File: config.mk
export PLATFORM = sky130hd
export DESIGN_NAME = exploit_signature_matcher
export DESIGN_NICKNAME = d
export VERILOG_FILES = /design/src/hdl/esm_pkg.sv /design/src/hdl/exploit_signature_matcher.sv /design/src/hdl/esm_cell.sv /design/src/hdl/esm_run_cnt.sv
export SDC_FILE = /design/constraint.sdc
export NUM_CORES = 1
export LEC_CHECK = 0
export BUFFER_PORTS_ARGS = -buffer_cell sky130_fd_sc_hd__buf_2
export CORE_MARGIN = 2
export CORE_UTILIZATION = 40
export CTS_BUF_LIST = sky130_fd_sc_hd__clkbuf_8 sky130_fd_sc_hd__clkbuf_16
export DETAILED_ROUTE_END_ITERATION = 7
export GPL_ROUTABILITY_DRIVEN = 1
export PLACE_DENSITY = 0.61
export SETUP_SLACK_MARGIN = 0.15
export SLEW_MARGIN = 5
export SYNTH_ARGS = -nofsm -noshare
export SYNTH_HDL_FRONTEND = slang
export SYNTH_SLANG_ARGS = --single-unit
File: constraint.sdc
create_clock -name aclk -period 7.85 [get_ports aclk]
set_clock_uncertainty 0.15 [all_clocks]
set_input_delay 0 -clock aclk [delete_from_list [all_inputs] [get_ports aclk]]
set_output_delay 0 -clock aclk [all_outputs]
set_load 0.005 [all_outputs]
File: src/hdl/esm_pkg.sv
// ---------------------------------------------------------------------------
// esm_pkg
// Types, pattern tables and codes for the byte signature matcher.
// ---------------------------------------------------------------------------
package esm_pkg;

    localparam int HIST_DEPTH = 15;
    localparam int PAT_MAX    = HIST_DEPTH + 1;
    localparam int PAT_COUNT  = 17;
    localparam int FLAG_COUNT = 22;

    // run counter saturation points
    localparam int ZERO_SAT   = 32;
    localparam int LETTER_SAT = 24;
    localparam int NOP_SAT    = 16;
    localparam int ZERO_W     = $clog2(ZERO_SAT + 1);
    localparam int LETTER_W   = $clog2(LETTER_SAT + 1);
    localparam int NOP_W      = $clog2(NOP_SAT + 1);

    localparam logic [7:0] BYTE_ZERO   = 8'h00;
    localparam logic [7:0] BYTE_LETTER = 8'h41;
    localparam logic [7:0] BYTE_NOP    = 8'h90;

    // flag bit numbers: patterns are 0..16, run limits follow
    localparam int FL_SMB_TRANS = 0;
    localparam int FL_05_00     = 1;
    localparam int FL_CHAN_NAME = 2;
    localparam int FL_1F_00     = 3;
    localparam int FL_IFACE_ID  = 4;
    localparam int FL_59_000    = 5;
    localparam int FL_PIPE_SEP  = 6;
    localparam int FL_SMB3_HDR  = 7;
    localparam int FL_ALL_ONES  = 8;
    localparam int FL_00100000  = 9;
    localparam int FL_REFL_LDR  = 10;
    localparam int FL_BCN_X64   = 11;
    localparam int FL_BCN_X86   = 12;
    localparam int FL_METSRV    = 13;
    localparam int FL_MZ        = 14;
    localparam int FL_32_000    = 15;
    localparam int FL_51_00     = 16;
    localparam int FL_RUN_Z32   = 17;
    localparam int FL_RUN_Z24   = 18;
    localparam int FL_RUN_A16   = 19;
    localparam int FL_RUN_A24   = 20;
    localparam int FL_RUN_N16   = 21;

    localparam int RUN_A16 = 16;

    typedef logic [7:0] pat_bytes_t [PAT_MAX];

    localparam int PAT_LEN [PAT_COUNT] = '{
        7, 2, 7, 2, 16, 4, 4, 4, 4, 4, 16, 10, 10, 10, 2, 4, 2
    };

    localparam pat_bytes_t PAT_BYTES [PAT_COUNT] = '{
        '{0: 8'h81, 1: 8'hF1, 2: 8'h13, 3: 8'h00, 4: 8'h00, 5: 8'h00, 6: 8'h49,
          default: 8'h00},
        '{0: 8'h05, 1: 8'h00, default: 8'h00},
        // "MS_T120"
        '{0: 8'h4D, 1: 8'h53, 2: 8'h5F, 3: 8'h54, 4: 8'h31, 5: 8'h32, 6: 8'h30,
          default: 8'h00},
        '{0: 8'h1F, 1: 8'h00, default: 8'h00},
        // 16-byte RPC interface id
        '{8'h12, 8'h34, 8'h56, 8'h78, 8'h12, 8'h34, 8'hAB, 8'hCD,
          8'hEF, 8'h00, 8'h01, 8'h23, 8'h45, 8'h67, 8'h89, 8'hAB},
        '{0: 8'h59, 1: 8'h00, 2: 8'h00, 3: 8'h00, default: 8'h00},
        '{0: 8'h5C, 1: 8'h00, 2: 8'h5C, 3: 8'h00, default: 8'h00},
        '{0: 8'hFC, 1: 8'h53, 2: 8'h4D, 3: 8'h42, default: 8'h00},
        '{0: 8'hFF, 1: 8'hFF, 2: 8'hFF, 3: 8'hFF, default: 8'h00},
        '{0: 8'h00, 1: 8'h10, 2: 8'h00, 3: 8'h00, default: 8'h00},
        // "ReflectiveLoader"
        '{8'h52, 8'h65, 8'h66, 8'h6C, 8'h65, 8'h63, 8'h74, 8'h69,
          8'h76, 8'h65, 8'h4C, 8'h6F, 8'h61, 8'h64, 8'h65, 8'h72},
        // "beacon.x64"
        '{0: 8'h62, 1: 8'h65, 2: 8'h61, 3: 8'h63, 4: 8'h6F, 5: 8'h6E, 6: 8'h2E,
          7: 8'h78, 8: 8'h36, 9: 8'h34, default: 8'h00},
        // "beacon.x86"
        '{0: 8'h62, 1: 8'h65, 2: 8'h61, 3: 8'h63, 4: 8'h6F, 5: 8'h6E, 6: 8'h2E,
          7: 8'h78, 8: 8'h38, 9: 8'h36, default: 8'h00},
        // "metsrv.dll"
        '{0: 8'h6D, 1: 8'h65, 2: 8'h74, 3: 8'h73, 4: 8'h72, 5: 8'h76, 6: 8'h2E,
          7: 8'h64, 8: 8'h6C, 9: 8'h6C, default: 8'h00},
        // "MZ"
        '{0: 8'h4D, 1: 8'h5A, default: 8'h00},
        '{0: 8'h32, 1: 8'h00, 2: 8'h00, 3: 8'h00, default: 8'h00},
        '{0: 8'h51, 1: 8'h00, default: 8'h00}
    };

    // protocol kinds
    localparam logic [2:0] KIND_UNKNOWN = 3'd0;
    localparam logic [2:0] KIND_SMB1    = 3'd1;
    localparam logic [2:0] KIND_SMB2    = 3'd2;
    localparam logic [2:0] KIND_RDP     = 3'd3;
    localparam logic [2:0] KIND_HTTP    = 3'd4;

    // rule ids
    localparam logic [2:0] RULE_NONE       = 3'd0;
    localparam logic [2:0] RULE_SMB1_TRANS = 3'd1;
    localparam logic [2:0] RULE_SMB1_PING  = 3'd2;
    localparam logic [2:0] RULE_SMB3_COMP  = 3'd3;
    localparam logic [2:0] RULE_RDP_CHAN   = 3'd4;
    localparam logic [2:0] RULE_SPOOLER    = 3'd5;
    localparam logic [2:0] RULE_STAGER     = 3'd6;

    typedef struct packed {
        logic       matched;
        logic [2:0] rule_id;
    } esm_result_t;

endpackage

File: src/hdl/exploit_signature_matcher.sv
// ---------------------------------------------------------------------------
// exploit_signature_matcher
// Byte-stream signature matcher with six fixed rules, one verdict per packet.
// ---------------------------------------------------------------------------
// Payload bytes enter one per cycle while s_ready is high, with no gap between
// packets. Each byte shifts into a 15-stage chain of history cells; the
// current byte and the chain taps are compared against all 17 fixed patterns
// in parallel, three saturating run counters track runs of 00, 41 and 90,
// and sticky seen flags collect hits. The transaction that carries the
// end-of-packet mark yields exactly one result transaction (matched,
// rule_id), chosen by rule priority and gated by s_proto_kind of that last
// byte; all window, counter and flag state clears for the next packet. The
// result shows on m_valid the cycle after the last byte when the output
// register is free, otherwise it waits in the skid until the output drains.
// Results sit in an output register backed by a one-entry skid buffer, so
// s_ready drops only while the skid holds a result that m_ready has not yet
// drained.
// ---------------------------------------------------------------------------
module exploit_signature_matcher
    import esm_pkg::*;
(
    input  logic       aclk,
    input  logic       aresetn,
    input  logic       s_valid,
    output logic       s_ready,
    input  logic [7:0] s_payload_byte,
    input  logic       s_end_of_packet,
    input  logic [2:0] s_proto_kind,
    output logic       m_valid,
    input  logic       m_ready,
    output logic       m_matched,
    output logic [2:0] m_rule_id
);

    logic s_fire;
    logic pkt_end;

    assign s_fire  = s_valid && s_ready;
    assign pkt_end = s_fire && s_end_of_packet;

    // ---- history chain: cell 0 holds the most recent prior byte ----
    logic [7:0]            hist     [HIST_DEPTH];
    logic [HIST_DEPTH-1:0] hist_vld;

    genvar c;
    generate
        for (c = 0; c < HIST_DEPTH; c++) begin : g_cell
            if (c == 0) begin : g_head
                esm_cell u_cell (
                    .aclk     (aclk),
                    .aresetn  (aresetn),
                    .shift    (s_fire),
                    .clear    (pkt_end),
                    .din      (s_payload_byte),
                    .din_vld  (1'b1),
                    .dout     (hist[c]),
                    .dout_vld (hist_vld[c])
                );
            end else begin : g_body
                esm_cell u_cell (
                    .aclk     (aclk),
                    .aresetn  (aresetn),
                    .shift    (s_fire),
                    .clear    (pkt_end),
                    .din      (hist[c-1]),
                    .din_vld  (hist_vld[c-1]),
                    .dout     (hist[c]),
                    .dout_vld (hist_vld[c])
                );
            end
        end
    endgenerate

    // ---- pattern compare: tap 0 is the incoming byte, tap k is cell k-1 ----
    logic [PAT_MAX-1:0]   tap_ok [PAT_COUNT];
    logic [PAT_COUNT-1:0] pat_hit;

    genvar p, k;
    generate
        for (p = 0; p < PAT_COUNT; p++) begin : g_pat
            localparam int L = PAT_LEN[p];
            for (k = 0; k < PAT_MAX; k++) begin : g_tap
                if (k == 0) begin : g_cur
                    assign tap_ok[p][k] = (s_payload_byte == PAT_BYTES[p][L-1]);
                end else if (k < L) begin : g_hist
                    assign tap_ok[p][k] = hist_vld[k-1] &&
                                          (hist[k-1] == PAT_BYTES[p][L-1-k]);
                end else begin : g_pad
                    assign tap_ok[p][k] = 1'b1;
                end
            end
            assign pat_hit[p] = &tap_ok[p];
        end
    endgenerate

    // ---- run counters ----
    logic [ZERO_W-1:0]   zero_cnt;
    logic [LETTER_W-1:0] letter_cnt;
    logic [NOP_W-1:0]    nop_cnt;

    esm_run_cnt #(.CntW(ZERO_W), .Sat(ZERO_SAT)) u_zero_cnt (
        .aclk     (aclk),
        .aresetn  (aresetn),
        .step     (s_fire),
        .clear    (pkt_end),
        .hit      (s_payload_byte == BYTE_ZERO),
        .cnt_next (zero_cnt)
    );

    esm_run_cnt #(.CntW(LETTER_W), .Sat(LETTER_SAT)) u_letter_cnt (
        .aclk     (aclk),
        .aresetn  (aresetn),
        .step     (s_fire),
        .clear    (pkt_end),
        .hit      (s_payload_byte == BYTE_LETTER),
        .cnt_next (letter_cnt)
    );

    esm_run_cnt #(.CntW(NOP_W), .Sat(NOP_SAT)) u_nop_cnt (
        .aclk     (aclk),
        .aresetn  (aresetn),
        .step     (s_fire),
        .clear    (pkt_end),
        .hit      (s_payload_byte == BYTE_NOP),
        .cnt_next (nop_cnt)
    );

    // ---- sticky seen flags ----
    logic [FLAG_COUNT-1:0] flags_reg;
    logic [FLAG_COUNT-1:0] flags_next;

    always_comb begin
        flags_next = flags_reg;
        flags_next[PAT_COUNT-1:0] = flags_reg[PAT_COUNT-1:0] | pat_hit;
        if (zero_cnt >= ZERO_W'(ZERO_SAT))     flags_next[FL_RUN_Z32] = 1'b1;
        if (zero_cnt >= ZERO_W'(LETTER_SAT))   flags_next[FL_RUN_Z24] = 1'b1;
        if (letter_cnt >= LETTER_W'(RUN_A16))  flags_next[FL_RUN_A16] = 1'b1;
        if (letter_cnt >= LETTER_W'(LETTER_SAT)) flags_next[FL_RUN_A24] = 1'b1;
        if (nop_cnt >= NOP_W'(NOP_SAT))        flags_next[FL_RUN_N16] = 1'b1;
    end

    always_ff @(posedge aclk) begin
        if (!aresetn) begin
            flags_reg <= '0;
        end else if (pkt_end) begin
            flags_reg <= '0;
        end else if (s_fire) begin
            flags_reg <= flags_next;
        end
    end

    // ---- rule priority, gated by kind of the last byte ----
    esm_result_t new_res;
    logic        kind_smb2ish;
    logic        kind_http;

    assign kind_smb2ish = s_proto_kind inside {KIND_UNKNOWN, KIND_SMB2};
    assign kind_http    = s_proto_kind inside {KIND_UNKNOWN, KIND_HTTP};

    always_comb begin
        new_res.rule_id = RULE_NONE;
        if ((s_proto_kind == KIND_SMB1) && (flags_next[FL_SMB_TRANS] ||
                (flags_next[FL_RUN_Z32] && flags_next[FL_05_00]))) begin
            new_res.rule_id = RULE_SMB1_TRANS;
        end else if ((s_proto_kind == KIND_SMB1) && flags_next[FL_32_000] &&
                     flags_next[FL_51_00] && flags_next[FL_RUN_Z24]) begin
            new_res.rule_id = RULE_SMB1_PING;
        end else if (kind_smb2ish && flags_next[FL_SMB3_HDR] &&
                     (flags_next[FL_ALL_ONES] || flags_next[FL_00100000]) &&
                     (flags_next[FL_RUN_A24] || flags_next[FL_RUN_N16])) begin
            new_res.rule_id = RULE_SMB3_COMP;
        end else if ((s_proto_kind == KIND_RDP) && flags_next[FL_CHAN_NAME] &&
                     flags_next[FL_1F_00] && flags_next[FL_RUN_A16]) begin
            new_res.rule_id = RULE_RDP_CHAN;
        end else if (kind_smb2ish && flags_next[FL_IFACE_ID] &&
                     flags_next[FL_59_000] && flags_next[FL_PIPE_SEP]) begin
            new_res.rule_id = RULE_SPOOLER;
        end else if (kind_http &&
                     (flags_next[FL_REFL_LDR] || flags_next[FL_BCN_X64] ||
                      flags_next[FL_BCN_X86] || flags_next[FL_METSRV]) &&
                     (flags_next[FL_MZ] || flags_next[FL_RUN_N16])) begin
            new_res.rule_id = RULE_STAGER;
        end
        new_res.matched = (new_res.rule_id != RULE_NONE);
    end

    // ---- output register with one-entry skid ----
    logic        out_vld_reg;
    esm_result_t out_res_reg;
    logic        skid_vld_reg;
    esm_result_t skid_res_reg;
    logic        out_free;

    assign out_free = !out_vld_reg || m_ready;
    assign s_ready  = !skid_vld_reg;

    always_ff @(posedge aclk) begin
        if (!aresetn) begin
            out_vld_reg  <= 1'b0;
            skid_vld_reg <= 1'b0;
        end else if (out_free) begin
            if (skid_vld_reg) begin
                out_vld_reg  <= 1'b1;
                skid_vld_reg <= 1'b0;
            end else begin
                out_vld_reg <= pkt_end;
            end
        end else if (pkt_end) begin
            skid_vld_reg <= 1'b1;
        end
    end

    always_ff @(posedge aclk) begin
        if (out_free) begin
            if (skid_vld_reg) begin
                out_res_reg <= skid_res_reg;
            end else if (pkt_end) begin
                out_res_reg <= new_res;
            end
        end else if (pkt_end) begin
            skid_res_reg <= new_res;
        end
    end

    assign m_valid   = out_vld_reg;
    assign m_matched = out_res_reg.matched;
    assign m_rule_id = out_res_reg.rule_id;

endmodule

File: src/hdl/esm_cell.sv
// ---------------------------------------------------------------------------
// esm_cell
// One history window stage: a byte and its valid bit, shifted to the next
// stage on every accepted byte; the valid bit clears at packet end.
// ---------------------------------------------------------------------------
module esm_cell (
    input  logic       aclk,
    input  logic       aresetn,
    input  logic       shift,
    input  logic       clear,
    input  logic [7:0] din,
    input  logic       din_vld,
    output logic [7:0] dout,
    output logic       dout_vld
);

    logic [7:0] byte_reg;
    logic       vld_reg;

    always_ff @(posedge aclk) begin
        if (!aresetn) begin
            vld_reg <= 1'b0;
        end else if (clear) begin
            vld_reg <= 1'b0;
        end else if (shift) begin
            vld_reg <= din_vld;
        end
    end

    always_ff @(posedge aclk) begin
        if (shift) begin
            byte_reg <= din;
        end
    end

    assign dout     = byte_reg;
    assign dout_vld = vld_reg;

endmodule

File: src/hdl/esm_run_cnt.sv
// ---------------------------------------------------------------------------
// esm_run_cnt
// Saturating run-length counter for one byte value.
// ---------------------------------------------------------------------------
module esm_run_cnt #(
    parameter int CntW = 6,
    parameter int Sat  = 32
) (
    input  logic            aclk,
    input  logic            aresetn,
    input  logic            step,
    input  logic            clear,
    input  logic            hit,
    output logic [CntW-1:0] cnt_next
);

    localparam logic [CntW-1:0] SAT_VAL = CntW'(Sat);

    logic [CntW-1:0] cnt_reg;

    always_comb begin
        if (!hit) begin
            cnt_next = '0;
        end else if (cnt_reg >= SAT_VAL) begin
            cnt_next = SAT_VAL;
        end else begin
            cnt_next = cnt_reg + 1'b1;
        end
    end

    always_ff @(posedge aclk) begin
        if (!aresetn) begin
            cnt_reg <= '0;
        end else if (clear) begin
            cnt_reg <= '0;
        end else if (step) begin
            cnt_reg <= cnt_next;
        end
    end

endmodule

==> key figures <==
Pwr
  – Leak Pwr: 2.826 nW
  – P per Cell Area: 235.0 mW/mm2
  – Peak supply drop: 0.0001385 V

Timing
  – Final setup fails: 0
  – Min Tclk post-route: 3.292 ns
  – Rel. slew slack: 22.71%
  – Slew Limit Fails: 0
  – RSZ-0062 raised after global routing: no
  – Max Freq: 0.3038 GHz
  – Fin crit share: 41.93%
  – Final WS setup: 4.558 ns
  – Final Hold Viols: 0
  – Worst-Margin Slew: 1.159 ns
  – Setup tns final: 0 ns

Detailed routing
  – DR WL/cell: 22.21 um
  – Avg Vias per Cell: 6.015
  – Final ANT Viol Nets: 0
  – Number of remaining DRC errors: 0
  – DRT Wirelength: 20650 um
  – DRT iter0 DRCs: 596
  – Drt pass-1 iters: 6
  – DR vias: 5594

Clocking
  – CTS H-tree depth: 4
  – Clock root buffer: clkbuf_16
  – CTS resizes: 0
  – Clk Latency, worst-skew pair: 0.43 ns
  – Clock Path Buffers: 2
  – TritonCTS clock tree: yes
  – Post-CTS Setup Repair Bufs: 0
  – Clock-pin slew on the worst setup and hold paths: 0.07 ns
  – TritonCTS Buffers: 17
  – Clock Sinks: 183

Yosys
  – Post-synth top area cell: edfxtp_1
  – Mapped Nets: 660
  – Top cells by count, synth: edfxtp_1, nor2_1, nand2_1
  – EDFF count, synth: 128
  – Share of the synthesized area in the top cell type: 50.14%
  – Largest cells by area after synthesis: edfxtp_1, dfxtp_1, nor2_1
  – Post-Synthesis Cell Area: 0.007666 mm2
  – Count leader, synth: edfxtp_1
  – Average cell area after synthesis: 12.00 um2
  – Primary FF master, synth: edfxtp_1
  – #FFs+latches synth: 183
  – Post-synthesis async set-or-reset flop share: 0%
  – Syn Inst Count: 639
  – Synth unique cells: 56
  – Yosys Warn Count: 0
  – Sequential area share after synthesis: 64.50%

Worst setup path
  – Req. time, crit path: 7.88 ns
  – Top delay family on crit path: simple AND/OR/NAND/NOR gates
  – Worst Setup End Kind: register
  – Slowest cell on crit path: nor4bb_1
  – Slowest cell delay on critical path: 0.80 ns
  – Critical path, cell by cell: nor4bb_1 > nand4_1 > nor4_4 > a41oi_1 > o32ai_2 > a2111oi_2 > nor2_1 > o31ai_2
  – Worst EP arrival: 3.32 ns
  – Setup crit start kind: register
  – CP Buf/Inv Count: 0
  – Crit-path max FO: 5
  – WS Path Type: reg2reg

Cells and area
  – Nets: 704
  – Filler cells: 1692
  – Non-Filler Instances: 930
  – Share of cells above drive strength 1: 9.483%
  – Area Growth Syn to Fin: 14.49%
  – Util after Layout: 46.77%
  – Max reg flops: 112
  – # diodes: 0

Floorplan
  – Row Count: 50
  – Die Height: 142.4 um
  – Initial Util: 40.85%
  – Die width: 142.4 um
  – I/O pin count: 22
  – Die area: 0.02029 mm2
  – CORE AREA: 0.01877 mm2

Global route
  – First-pass GRT wire length: 32020 um
  – Initial antenna violation count: 0
  – Vias in the first global route: 5537
  – GR Util All Layers: 21.22%
  – Largest net degree at the start of global routing: 98
  – Grt total ovfl: 0

Flow run
  – # Max-Cap Violations: 0

Placed design
  – Routability congestion estimate: 0.9354
  – Post-detail-place hpwl: 14530 um
  – Cells after DPL: 884
  – Input/output buffers: 21
  – Setup WS pre-CTS: 4.591 ns

Hold path
  – Worst hold path type: in2reg

Status
  – Status: completed
-- power by group --
group,switching [mW],internal (mW),total (mW)
combinational,0.0503,0.0256,0.0759
sequential,0.0457,1.08,1.12
clock,0.385,0.478,0.863
total,0.481,1.58,2.06
-- what timing repair did --
action | CTS | global route
endpoints found under the hold margin | 18 | 0
hold buffers | 14 | 0
endpoints found under the setup margin | 0 | 0
-- metrics by stage --
| step | total power [mW] | hold WS [ns] | area (um2) |
|---|---|---|---|
| CTS | 2.078 | 0.04069 | 8777 |
| floorplan | 1.167 | -0.05113 | 7666 |
| global route | 2.128 | 0.1071 | 8777 |
| finish | 2.062 | 0.05773 | 8777 |
| global placement | 1.213 | 0.1030 | 8043 |
| detailed placement | 1.214 | 0.1066 | 8043 |
-- layout make-up --
class / count / area, um2 / share of cell area, %
Tap cell: 234 / 292.8 / 3.336
Sequential cell: 183 / 4945 / 56.34
Clock buffer: 17 / 425.4 / 4.847
Timing Repair Buffer: 38 / 267.8 / 3.051
Inverter: 9 / 38.79 / 0.4419
Multi-Input combinational cell: 434 / 2639 / 30.06
Clock inverter: 15 / 168.9 / 1.924
-- placed cells by master (no fill, tap or decap), types with 3 or more instances in the layout --
cell type / n
or4_1: 5
o21ai_0: 9
nand2b_1: 3
ha_1: 5
a41oi_1: 5
inv_6: 4
inv_1: 9
a21oi_1: 48
a31oi_1: 8
nand2_1: 61
nand3b_1: 6
buf_4: 3
nor3b_1: 11
and3b_1: 6
nand4b_1: 12
nand4_1: 31
and2_1: 4
nand4bb_1: 3
edfxtp_1: 128
nor3_1: 19
nor4_1: 21
or3_1: 4
dfxtp_1: 55
inv_8: 3
nor4b_1: 8
nor4bb_1: 19
dlygate4sd3_1: 14
nor2b_1: 13
clkinv_4: 3
and4b_1: 5
nor4_2: 3
nor2_1: 71
and3_1: 6
clkbuf_16: 17
nand3_1: 16
o221ai_1: 3
buf_2: 21
and4_1: 4
-- worst reg2reg max path: stages, from the launching register on --
cell,delay [ns]
edfxtp_1,0.52
nor4bb_1,0.80
nand4_1,0.36
nor4_4,0.34
a41oi_1,0.20
o32ai_2,0.30
a2111oi_2,0.09
nor2_1,0.21
o31ai_2,0.07
-- path summary, 6_finish.rpt --
| kind | cells after the start | startpoint | slack, ns | endpoint |
|---|---|---|---|---|
| max | 8 | g_cell[2].g_body.u_cell.dout[7] | 4.56 | m_rule_id[1] |
| min reg2reg | 0 | g_cell[13].g_body.u_cell.dout[5] | 0.30 | g_cell[14].g_body.u_cell.dout[5] |
| max reg2reg | 8 | g_cell[2].g_body.u_cell.dout[7] | 4.56 | m_rule_id[1] |
| min | 3 | s_valid | 0.06 | m_rule_id[1] |
-- cells by family (layout without fill, tap and decap cells) --
family	Yosys count	after routing	synth area share (%)
AOI/OAI and AO/OA	87	87	7.018
and+or+nand+nor	338	338	26.10
DFF	183	183	64.50
buffers and inverters	22	79	1.077
adders and majority gates	5	5	0.8161
muxes	1	1	0.1469
xor gates and xnor gates	3	3	0.3428
-- per-layer routing --
| layer | up-vias | track usage, % | routed length, um |
|---|---|---|---|
| met5 | - | 0 | 0 |
| li1 | 2563 | - | - |
| met4 | 0 | 7.348 | 602 |
| met1 | 2712 | 28.70 | 9207 |
| met3 | 57 | 5.787 | 1430 |
| met2 | 262 | 33.05 | 9412 |
No activity file was read; power rests on OpenSTA's default activity.
